==> config.mk <==
export PLATFORM = sky130hd
export DESIGN_NAME = imdr_cfg
export DESIGN_NICKNAME = d
export VERILOG_FILES = /design/src/rtl/imdr_pkg.sv /design/src/rtl/imdr_cfg.sv
export SDC_FILE = /design/constraint.sdc
export NUM_CORES = 1
export LEC_CHECK = 0
export BUFFER_PORTS_ARGS = -buffer_cell sky130_fd_sc_hd__buf_4
export CAP_MARGIN = 20
export CORE_ASPECT_RATIO = 0.5
export CORE_UTILIZATION = 54
export DETAILED_ROUTE_END_ITERATION = 10
export HOLD_SLACK_MARGIN = 0.03
export PLACE_DENSITY = 0.84
export SLEW_MARGIN = 25
export SYNTH_ARGS = -nofsm -noshare
export SYNTH_HDL_FRONTEND = slang
export SYNTH_SLANG_ARGS = --single-unit
==> constraint.sdc <==
create_clock -name i_clk -period 2.81 [get_ports i_clk]
set_input_delay 0.281 -clock i_clk [delete_from_list [all_inputs] [get_ports i_clk]]
set_output_delay 0.281 -clock i_clk [all_outputs]
set_load 0.1 [all_outputs]
==> src/rtl/imdr_pkg.sv <==
// Shared types, register indexes and arithmetic helpers for the IMU dead reckoning unit.
`default_nettype none
package imdr_pkg;

    localparam int unsigned CFG_IDX_W = 3;

    typedef enum logic [CFG_IDX_W-1:0] {
        REG_ACC_BIAS_X  = 3'd0,
        REG_ACC_BIAS_Y  = 3'd1,
        REG_ACC_BIAS_Z  = 3'd2,
        REG_GYRO_BIAS_X = 3'd3,
        REG_GYRO_BIAS_Y = 3'd4,
        REG_GYRO_BIAS_Z = 3'd5,
        REG_GRAVITY_Z   = 3'd6
    } t_reg_idx;

    localparam logic signed [31:0] GRAVITY_RESET = 32'sd642865;
    localparam logic signed [31:0] ONE_Q30       = 32'sh4000_0000;

    // one sample with its previous accel and rate, as queued to the back end
    typedef struct packed {
        logic        [24:0] step_time;
        logic signed [31:0] acc_x;
        logic signed [31:0] acc_y;
        logic signed [31:0] acc_z;
        logic signed [31:0] pacc_x;
        logic signed [31:0] pacc_y;
        logic signed [31:0] pacc_z;
        logic signed [31:0] rate_x;
        logic signed [31:0] rate_y;
        logic signed [31:0] rate_z;
        logic signed [31:0] prate_x;
        logic signed [31:0] prate_y;
        logic signed [31:0] prate_z;
    } t_sample;

    typedef struct packed {
        logic signed [31:0] quat_w;
        logic signed [31:0] quat_x;
        logic signed [31:0] quat_y;
        logic signed [31:0] quat_z;
        logic signed [47:0] pos_x;
        logic signed [47:0] pos_y;
        logic signed [47:0] pos_z;
        logic signed [31:0] vel_x;
        logic signed [31:0] vel_y;
        logic signed [31:0] vel_z;
    } t_result;

    function automatic logic signed [31:0] sat32(input logic signed [79:0] x);
        logic signed [31:0] r;
        if (x > 80'sd2147483647) begin
            r = 32'sh7fff_ffff;
        end else if (x < -80'sd2147483648) begin
            r = 32'sh8000_0000;
        end else begin
            r = x[31:0];
        end
        return r;
    endfunction

    function automatic logic signed [47:0] sat48(input logic signed [79:0] x);
        logic signed [47:0] r;
        if (x > 80'sd140737488355327) begin
            r = 48'sh7fff_ffff_ffff;
        end else if (x < -80'sd140737488355328) begin
            r = 48'sh8000_0000_0000;
        end else begin
            r = x[47:0];
        end
        return r;
    endfunction

endpackage
`default_nettype wire

==> src/rtl/imdr_cfg.sv <==
// Configuration register file: biases and gravity.
`default_nettype none
module imdr_cfg (
    input  wire logic                         i_clk,
    input  wire logic                         i_rst_n,
    input  wire logic                         i_cfg_we,
    input  wire logic [imdr_pkg::CFG_IDX_W-1:0] i_cfg_idx,
    input  wire logic [31:0]                  i_cfg_data,
    output logic signed [31:0]                o_ab_x,
    output logic signed [31:0]                o_ab_y,
    output logic signed [31:0]                o_ab_z,
    output logic signed [31:0]                o_gb_x,
    output logic signed [31:0]                o_gb_y,
    output logic signed [31:0]                o_gb_z,
    output logic signed [31:0]                o_grav_z
);
    import imdr_pkg::*;

    always_ff @(posedge i_clk) begin
        if (!i_rst_n) begin
            o_ab_x <= '0;
            o_ab_y <= '0;
            o_ab_z <= '0;
            o_gb_x <= '0;
            o_gb_y <= '0;
            o_gb_z <= '0;
            o_grav_z <= GRAVITY_RESET;
        end else if (i_cfg_we) begin
            unique case (t_reg_idx'(i_cfg_idx))
                REG_ACC_BIAS_X:  o_ab_x   <= i_cfg_data;
                REG_ACC_BIAS_Y:  o_ab_y   <= i_cfg_data;
                REG_ACC_BIAS_Z:  o_ab_z   <= i_cfg_data;
                REG_GYRO_BIAS_X: o_gb_x   <= i_cfg_data;
                REG_GYRO_BIAS_Y: o_gb_y   <= i_cfg_data;
                REG_GYRO_BIAS_Z: o_gb_z   <= i_cfg_data;
                REG_GRAVITY_Z:   o_grav_z <= i_cfg_data;
                default: ;
            endcase
        end
    end
endmodule
`default_nettype wire

==> results.sh <==
export IMPL_grt_max_degree=65
export IMPL_path_cells="buf_4"
export IMPL_holdPathStages=3
export IMPL_cap_violations=0
export IMPL_final_setup_worst_slack_ps=1348
export IMPL_grt_pass1_wl_um=32020
export IMPL_ir_worst_vdd_mv=0.4220
export IMPL_hold_viol=0
export IMPL_worst_setup_path_type="reg2out"
export IMPL_synthCells=781
export IMPL_r2r_start="o_ab_z[19]"
export IMPL_cpLargestDelayFamily="flip-flops"
export IMPL_fin_cells=1234
export IMPL_leakage_uw=0.005536
export IMPL_wire_per_inst_um=17.24
export IMPL_period_minus_slack_ps=1462
export IMPL_setup_tns_ps=0
export IMPL_cp_slowest_cell="dfxtp_1"
export IMPL_root_buffer="clkbuf_16"
export IMPL_ys_ff_latch=224
export IMPL_cts_buffers=20
export IMPL_rrSetupSlack_ps=2130
export IMPL_relSlewSlack=0.4958
export IMPL_slowest_delay_ps=370
export IMPL_grt_usage=0.2608
export IMPL_num_vias=6321
export IMPL_cts_tree="yes"
export IMPL_insertion_delay_ps=500
export IMPL_post_cts_resize_count=0
export IMPL_final_setup_viol_count=0
export IMPL_synth_area_leaders="dfxtp_1 (55%), mux2i_1 (27%), nand2_1 (11%), nor2b_1 (1.7%), buf_2 (1.2%)"
export IMPL_critPathCaptureType="output port"
export IMPL_power_switching_uw=2006
export IMPL_ioPinCount=262
export IMPL_grt_antenna_before_repair=0
export IMPL_ys_seq_area_frac=0.5474
export IMPL_start_util=0.5602
export IMPL_cp_max_fo=2
export IMPL_htreeDepth=1
export IMPL_syn_to_final_growth_pct=34.75
export IMPL_synth_top_area_share=0.5474
export IMPL_finalNetCount=1060
export IMPL_finalCritPeriodShare=0.5205
export IMPL_clk_pin_slew_ps=70
export IMPL_critPathCapture="o_gb_z[10]"
export IMPL_drc=0
export IMPL_cts_hold_buf=0
export IMPL_grt_pass1_vias=6062
export IMPL_coreArea_um2=14620
export IMPL_routabilityCongestion=0.7934
export IMPL_path_buf_inv=1
export IMPL_n_antenna_cell=0
export IMPL_worstMarginPinSlew_ps=755.7
export IMPL_firstDrtPassIters=4
export IMPL_drt_iter0_drc=331
export IMPL_synth_distinct_cells=14
export IMPL_die_h_um=89.09
export IMPL_seqPwrFrac=0.454
export IMPL_fmax_mhz=683.8
export IMPL_startpoint="o_gb_z[10]"
export IMPL_cts_setup_buffers=0
export IMPL_holdCritPathClass="in2reg"
export IMPL_drt_antenna_violating_nets=0
export IMPL_rows=31
export IMPL_synth_largest_area_cell="dfxtp_1"
export IMPL_hp_start="i_cfg_data[16]"
export IMPL_dp_cells=1198
export IMPL_fin_skew_ps=0
export IMPL_die_x_um=176.2
export IMPL_hpwl_um=14610
export IMPL_fin_util=0.7549
export IMPL_syn_avg_cell_area_um2=10.49
export IMPL_io_buffers=261
export IMPL_netlist_area_um2=8192
export IMPL_whs_ps=51.94
export IMPL_place_ws_ps=1174
export IMPL_drt_wl_total_um=21270
export IMPL_intPower_uw=5225
export IMPL_clk_path_buf_depth=3
export IMPL_syn_num_nets=819
export IMPL_layout_drive_gt1_share=0.3050
export IMPL_cp_required_ps=2530
export IMPL_grt_ovfl_total=0
export IMPL_crit_cells=1
export IMPL_start_kind="register"
export IMPL_cts_sinks=224
export IMPL_avgViaCountPerCell=5.122
export IMPL_p_clk_frac=0.413
export IMPL_rsz0062_at_grt="no"
export IMPL_sw_frac_of_total=0.2774
export IMPL_r2r_end="o_ab_z[19]"
export IMPL_dieArea_um2=15700
export IMPL_synth_warnings=0
export IMPL_outcome="finished clean"
export IMPL_slew_violations=0
export IMPL_ff2ff_path_depth=2
export IMPL_p_comb_frac=0.133
export IMPL_cp_arrival_ps=1180
export IMPL_powerDensity_nw_per_um2=655.0
[Yosys cell counts]
library cell and count:
and4b_1 1, and4bb_2 1, buf_1 2, buf_2 19
buf_4 11, buf_6 4, clkbuf_1 22, dfxtp_1 224
mux2i_1 224, nand2_1 245, nand4b_1 3, nand4bb_1 2
nor2b_1 22, nor4b_4 1
[layout by cell type (no fill, tap or decap), types with 3 or more instances in the layout]
master       n
buf_12       5
buf_4      271
bufinv_16    3
clkbuf_16   20
clkbuf_8     6
clkinv_2     3
dfxtp_1    224
mux2i_1    224
nand2_1    245
nand4b_1     3
nor2b_1     22
[worst min path at each step]
stage                               to  slack (ps)
after detailed placement    o_ab_y[28]         450
final                     o_grav_z[16]          50
after CTS                  o_grav_z[0]          40
after global routing       o_grav_z[4]          60
after floorplan            o_grav_z[0]         450
after global placement      o_ab_y[19]         440
[per-stage QoR]
step           instance area, um^2  total power, uW
4_1_cts                      11040             7268
6_report                     11040             7230
3_3_place_gp                 10300             4302
5_1_grt                      11040             7451
2_1_floorplan                 8192             4082
3_5_place_dp                 10300             4314
[worst reg2reg max path: stages, from the launching register on]
cell and delay (ps):
dfxtp_1 360, nand2_1 70, mux2i_1 170
[per-layer routing]
metal,track usage,share of wire,vias up
li1,-,-,3050
met1,0.3179,0.42,3043
met2,0.4571,0.48,183
met3,0.06293,0.061,45
met4,0.09565,0.029,0
met5,0,0,-
[power by group through the flow]
stage | logic [uW] | registers [uW] | clock network, uW
floorplan | 228 | 3850 | 0
global placement | 949 | 3350 | 0
detailed placement | 960 | 3350 | 0
CTS | 962 | 3280 | 3020
global route | 993 | 3290 | 3170
finish | 961 | 3280 | 2990
[cell type report]
type,count,area (um^2)
fill,1048,3585
clock buffer,27,586.8
timing repair buffer,277,2146
clock inverter,9,146.4
tap,198,247.7
sequential,224,4484
multi-input combinational,499,3427
[logic make-up after synthesis]
kind of cell | count (synthesis) | share of synthesized area
DFF | 224 | 0.5474
buffers and inverters | 58 | 0.03819
muxes | 224 | 0.2737
and+or+nand+nor | 275 | 0.1407
[registers in the layout, summed over array words and instances, names as in the netlist]
signal,count
o_ab_x,32
o_ab_y,32
o_ab_z,32
o_gb_x,32
o_gb_y,32
o_gb_z,32
o_grav_z,32
Note: power is estimated with default switching activity, not from simulation.
