**src/rtl/imdr_pkg.sv**
```systemverilog
// Shared types, register indexes and arithmetic helpers for the IMU dead reckoning unit.
`default_nettype none
package imdr_pkg;

    localparam int unsigned CFG_IDX_W = 3;

    typedef enum logic [CFG_IDX_W-1:0] {
        REG_ACC_BIAS_X  = 3'd0,
        REG_ACC_BIAS_Y  = 3'd1,
        REG_ACC_BIAS_Z  = 3'd2,
        REG_GYRO_BIAS_X = 3'd3,
        REG_GYRO_BIAS_Y = 3'd4,
        REG_GYRO_BIAS_Z = 3'd5,
        REG_GRAVITY_Z   = 3'd6
    } t_reg_idx;

    localparam logic signed [31:0] GRAVITY_RESET = 32'sd642865;
    localparam logic signed [31:0] ONE_Q30       = 32'sh4000_0000;

    // one sample with its previous accel and rate, as queued to the back end
    typedef struct packed {
        logic        [24:0] step_time;
        logic signed [31:0] acc_x;
        logic signed [31:0] acc_y;
        logic signed [31:0] acc_z;
        logic signed [31:0] pacc_x;
        logic signed [31:0] pacc_y;
        logic signed [31:0] pacc_z;
        logic signed [31:0] rate_x;
        logic signed [31:0] rate_y;
        logic signed [31:0] rate_z;
        logic signed [31:0] prate_x;
        logic signed [31:0] prate_y;
        logic signed [31:0] prate_z;
    } t_sample;

    typedef struct packed {
        logic signed [31:0] quat_w;
        logic signed [31:0] quat_x;
        logic signed [31:0] quat_y;
        logic signed [31:0] quat_z;
        logic signed [47:0] pos_x;
        logic signed [47:0] pos_y;
        logic signed [47:0] pos_z;
        logic signed [31:0] vel_x;
        logic signed [31:0] vel_y;
        logic signed [31:0] vel_z;
    } t_result;

    function automatic logic signed [31:0] sat32(input logic signed [79:0] x);
        logic signed [31:0] r;
        if (x > 80'sd2147483647) begin
            r = 32'sh7fff_ffff;
        end else if (x < -80'sd2147483648) begin
            r = 32'sh8000_0000;
        end else begin
            r = x[31:0];
        end
        return r;
    endfunction

    function automatic logic signed [47:0] sat48(input logic signed [79:0] x);
        logic signed [47:0] r;
        if (x > 80'sd140737488355327) begin
            r = 48'sh7fff_ffff_ffff;
        end else if (x < -80'sd140737488355328) begin
            r = 48'sh8000_0000_0000;
        end else begin
            r = x[47:0];
        end
        return r;
    endfunction

endpackage
`default_nettype wire

```
**src/rtl/imdr_front.sv**
```systemverilog
// Front end: accepts samples, substitutes the first sample as previous, keeps history.
`default_nettype none
module imdr_front (
    input  wire logic                  i_clk,
    input  wire logic                  i_rst_n,
    input  wire logic                  i_valid,
    output logic                       o_ready,
    input  wire logic [24:0]           i_step_time,
    input  wire logic signed [31:0]    i_accel_x,
    input  wire logic signed [31:0]    i_accel_y,
    input  wire logic signed [31:0]    i_accel_z,
    input  wire logic signed [31:0]    i_rate_x,
    input  wire logic signed [31:0]    i_rate_y,
    input  wire logic signed [31:0]    i_rate_z,
    output logic                       o_q_valid,
    input  wire logic                  i_q_ready,
    output imdr_pkg::t_sample          o_q_data
);
    import imdr_pkg::*;

    // two-entry queue
    t_sample r_q [2];
    logic    r_wp, r_rp;
    logic [1:0] r_cnt;
    logic    r_seen;
    logic signed [31:0] r_pa [3];
    logic signed [31:0] r_pr [3];
    t_sample n_s;
    logic    w_push, w_pop;

    assign o_ready   = (r_cnt != 2'd2);
    assign w_push    = i_valid && o_ready;
    assign o_q_valid = (r_cnt != 2'd0);
    assign w_pop     = o_q_valid && i_q_ready;
    assign o_q_data  = r_q[r_rp];

    always_comb begin
        n_s.step_time = i_step_time;
        n_s.acc_x  = i_accel_x;
        n_s.acc_y  = i_accel_y;
        n_s.acc_z  = i_accel_z;
        n_s.rate_x = i_rate_x;
        n_s.rate_y = i_rate_y;
        n_s.rate_z = i_rate_z;
        n_s.pacc_x  = r_seen ? r_pa[0] : i_accel_x;
        n_s.pacc_y  = r_seen ? r_pa[1] : i_accel_y;
        n_s.pacc_z  = r_seen ? r_pa[2] : i_accel_z;
        n_s.prate_x = r_seen ? r_pr[0] : i_rate_x;
        n_s.prate_y = r_seen ? r_pr[1] : i_rate_y;
        n_s.prate_z = r_seen ? r_pr[2] : i_rate_z;
    end

    always_ff @(posedge i_clk) begin
        if (!i_rst_n) begin
            r_wp   <= 1'b0;
            r_rp   <= 1'b0;
            r_cnt  <= 2'd0;
            r_seen <= 1'b0;
            for (int i = 0; i < 3; i++) begin
                r_pa[i] <= '0;
                r_pr[i] <= '0;
            end
        end else begin
            if (w_push) begin
                r_q[r_wp] <= n_s;
                r_wp      <= ~r_wp;
                r_seen    <= 1'b1;
                r_pa[0] <= i_accel_x;
                r_pa[1] <= i_accel_y;
                r_pa[2] <= i_accel_z;
                r_pr[0] <= i_rate_x;
                r_pr[1] <= i_rate_y;
                r_pr[2] <= i_rate_z;
            end
            if (w_pop) begin
                r_rp <= ~r_rp;
            end
            r_cnt <= r_cnt + {1'b0, w_push} - {1'b0, w_pop};
        end
    end
endmodule
`default_nettype wire

```
**config.mk**
```make
export PLATFORM = sky130hd
export DESIGN_NAME = imdr_front
export DESIGN_NICKNAME = d
export VERILOG_FILES = /design/src/rtl/imdr_pkg.sv /design/src/rtl/imdr_front.sv
export SDC_FILE = /design/constraint.sdc
export NUM_CORES = 1
export LEC_CHECK = 0
export ABC_AREA = 0
export BUFFER_PORTS_ARGS = -buffer_cell sky130_fd_sc_hd__clkbuf_2
export CAP_MARGIN = 25
export CELL_PAD_IN_SITES_DETAIL_PLACEMENT = 0
export CELL_PAD_IN_SITES_GLOBAL_PLACEMENT = 1
export CORE_ASPECT_RATIO = 1.25
export CORE_MARGIN = 2
export CORE_UTILIZATION = 52
export DETAILED_ROUTE_END_ITERATION = 8
export PLACE_DENSITY = 0.85
export SYNTH_ARGS = -nofsm -noshare
export SYNTH_HDL_FRONTEND = slang
export SYNTH_SLANG_ARGS = --single-unit
```
**constraint.sdc**
```tcl
create_clock -name i_clk -period 35.1 [get_ports i_clk]
set_input_delay 7.02 -clock i_clk [delete_from_list [all_inputs] [get_ports i_clk]]
set_output_delay 7.02 -clock i_clk [all_outputs]
set_load 0.1 [all_outputs]
```
==> impl_metrics.csv <==
group,metric,value,unit
power_and_ir_drop,switching_share,41.0,%
clocking,tritoncts,"built",
global_route,grt.overflow.total,0,
timing,fmax,0.0861,GHz
drt,wirelength,81800,µm
setup_path,r2r_end,"r_q[1][244]",
power_and_ir_drop,p_seq_share,37.9,%
drt,route.detailed.drc,0,
finish,finalNetCount,2809,
power_and_ir_drop,power_frac_comb,35.9,%
global_route,grt_pass1_vias,20300,
clocking,cts.clk_slew.worst_paths,0.06,ns
timing,finClkSkew,0.0249,ns
logic_synthesis,avgSynthCellArea,20.4,µm²
global_route,grt_use_total,20.7,%
setup_path,crit_arrival,4.59,ns
drt,first_pass_iters,6,
global_route,antenna_found_initial,9,
logic_synthesis,syn_nets,2142,
logic_synthesis,syn_inst,1919,
setup_path,required,28.08,ns
timing,setup_tns,0,ns
power_and_ir_drop,ir_drop,0.0000764,V
timing,worst_slew_pin_slew,1.38,ns
setup_path,start_kind,"flip-flop",
floorplanning,initial_utilization,52.5,%
logic_synthesis,synth-seq-area-share,77.8,%
clocking,postCtsSetupRepairBufs,0,
timing,maxSlewHeadroom,7.69,%
global_route,grt_max_degree,182,
status,status,"finished, final reports clean",
drt,first_iter_violations,1254,
setup_path,criticalPathCategory,"flip-flop to output port",
drt,wl_per_cell,22.5,µm
clocking,clkLatencyLatePin,0.66,ns
clocking,numCtsBuffers,95,
power_and_ir_drop,power_density,85.7,mW/mm²
setup_path,cp_max_fo,76,
finish,area_growth,18.9,%
clocking,clock_path_buffers,3,
worst_hold_path,hold_depth,2,
power_and_ir_drop,finalPower,3990,µW
floorplanning,rows,112,
timing,rsz0062_at_grt,"no",
finish,final_cells,3638,
worst_hold_path,worstHoldPathType,"flip-flop to flip-flop",
logic_synthesis,synth-warning-count,0,
setup_path,regToRegSetupSlack,30.74,ns
clocking,root_buffer,"clkbuf_16",
clocking,clock_sinks,1016,
floorplanning,coreArea,0.0746,mm²
logic_synthesis,synth_cell_type_count,23,
timing,period_minus_slack,11.61,ns
drt,vias,19500,
placed_design,place.gp.congestion,0.797,
power_and_ir_drop,clockPowerShare,26.1,%
global_route,grt_pass1_wl,123000,µm
timing,finalHoldViolations,0,
placed_design,dpl.hpwl,52200,µm
logic_synthesis,ys_seq_elements,1016,
floorplanning,die_h,311,µm
clocking,cts_resized,0,
placed_design,numPortBuffers,631,
setup_path,r2r_cells,6,
power_and_ir_drop,p_leak,0.0170,µW
setup_path,endpoint_kind,"output port",
logic_synthesis,synth_area,0.0391,mm²
drt,ant_nets,0,
floorplanning,die_w,249,µm
setup_path,worstReg2RegStart,"r_cnt[0]",
clocking,htree_levels,3,
drt,via_per_inst,5.36,
finish,layout-drive-gt1-share,55.4,%
timing,post-route-period-util,33.1,%
power_and_ir_drop,internal_power,2350,µW
floorplanning,die-area,0.0775,mm²
worst_hold_path,holdCritStartpoint,"r_rp",
power_and_ir_drop,p_sw,1640,µW
floorplanning,io_pins,632,
timing,drv_slew,0,
placed_design,dp_cells,3455,
job,maxCapViolCount,0,
clocking,cts_hold_buffers,0,
timing,finalSetupViolCount,0,
[cells by family (layout without fill, tap and decap cells)]
family | Yosys count | in the layout | synth area share (%)
adders and majority gates | 2 | 2 | 0.0639
xor gates and xnor gates | 3 | 3 | 0.0671
other | 0 | 5 | 0
buffers and inverters | 89 | 834 | 1.23
AOI/OAI and AO/OA | 3 | 3 | 0.0543
muxes | 601 | 601 | 17.3
DFF | 1016 | 1016 | 77.8
and+or+nand+nor | 205 | 205 | 3.50
[worst max-delay path, stage by stage, from the launching register on]
cell	delay [ns]
dfxtp_4	0.78
buf_4	0.51
buf_4	0.84
buf_4	0.82
mux2_2	0.43
clkbuf_2	0.37
[worst max path at each step]
stage | from | end | slack (ns)
4_1_cts | flip-flop | o_q_data[207] | 22.91
3_5_place_dp | flip-flop | o_q_data[207] | 23.64
2_1_floorplan | i_rst_n | r_q[0][0] | 9.86
5_1_grt | flip-flop | o_q_data[207] | 23.23
6_report | flip-flop | o_q_data[207] | 23.49
3_3_place_gp | flip-flop | o_q_data[220] | 23.76
[sequential cells by signal, summed over array words and instances, names as in the netlist, named ones only]
signal	cells
r_wp	1
r_cnt	2
r_pa	96
r_seen	1
r_q	818
r_pr	96
r_rp	1
[cell type report]
class                      count  area, µm²
inverter                       2       7.51
timing repair buffer         657       3420
fill                        5242      28000
clock buffer                 105       2440
multi-input combinational    814       8230
tap                          969       1210
clock inverter                70        772
antenna                        5       12.5
sequential                  1016      30500
[stage by stage]
stage | worst slack (ns) | area, µm² | hold slack [ns] | util [%]
floorplan | 9.86 | 39100 | 0.467 | -
global placement | 23.76 | 43200 | 0.521 | 58.0
detailed placement | 23.64 | 43200 | 0.532 | 58.0
CTS | 22.91 | 46500 | 0.548 | 62.3
global route | 23.23 | 46500 | 0.572 | 62.4
finish | 23.49 | 46500 | 0.543 | 62.4
[synthesized netlist by cell type]
master	instances	share of area, %
and2_1	126	2.0
and2_2	70	1.3
and3_4	1	0.029
buf_2	55	0.70
buf_4	11	0.21
buf_6	2	0.058
clkbuf_1	2	0.019
clkbuf_2	17	0.22
dfxtp_1	6	0.31
edfxtp_1	1010	77
ha_1	2	0.064
inv_1	2	0.019
mux2_1	10	0.29
mux2_2	591	17
nand2_1	2	0.019
nand2b_2	1	0.022
nand3_1	1	0.013
nor2_1	1	0.0096
nor2b_1	2	0.032
o21a_1	2	0.038
o22ai_1	1	0.016
or2_2	1	0.016
xnor2_1	3	0.067
[layout by cell type (no fill, tap or decap), drive strengths merged]
cell / synthesis / routed
nand2: 2 / 2
nand2b: 1 / 1
or2: 1 / 1
o22ai: 1 / 1
dfxtp: 6 / 6
mux2: 601 / 601
inv: 2 / 6
xnor2: 3 / 3
diode: 0 / 5
bufinv: 0 / 14
clkinv: 0 / 46
buf: 68 / 26
and2: 196 / 196
nand3: 1 / 1
ha: 2 / 2
clkinvlp: 0 / 6
edfxtp: 1010 / 1010
nor2: 1 / 1
clkbuf: 19 / 736
o21a: 2 / 2
nor2b: 2 / 2
and3: 1 / 1
[metal layers]
metal	global-route usage [%]	up-vias	share of wire, %
li1	-	8798	-
met4	8.34	8	3.1
met5	0	-	0.064
met3	7.15	125	8.9
met1	25.2	9881	39
met2	34.0	700	49
[power by group through the flow]
| stage | sequential (µW) | combinational, µW | clock (µW) |
|---|---|---|---|
| after floorplan | 1570 | 1220 | 0 |
| after global placement | 1530 | 1420 | 0 |
| after detailed placement | 1540 | 1430 | 0 |
| after CTS | 1510 | 1440 | 1070 |
| after global routing | 1520 | 1470 | 1110 |
| final | 1510 | 1430 | 1040 |
No activity file was read; power rests on OpenSTA's default activity.
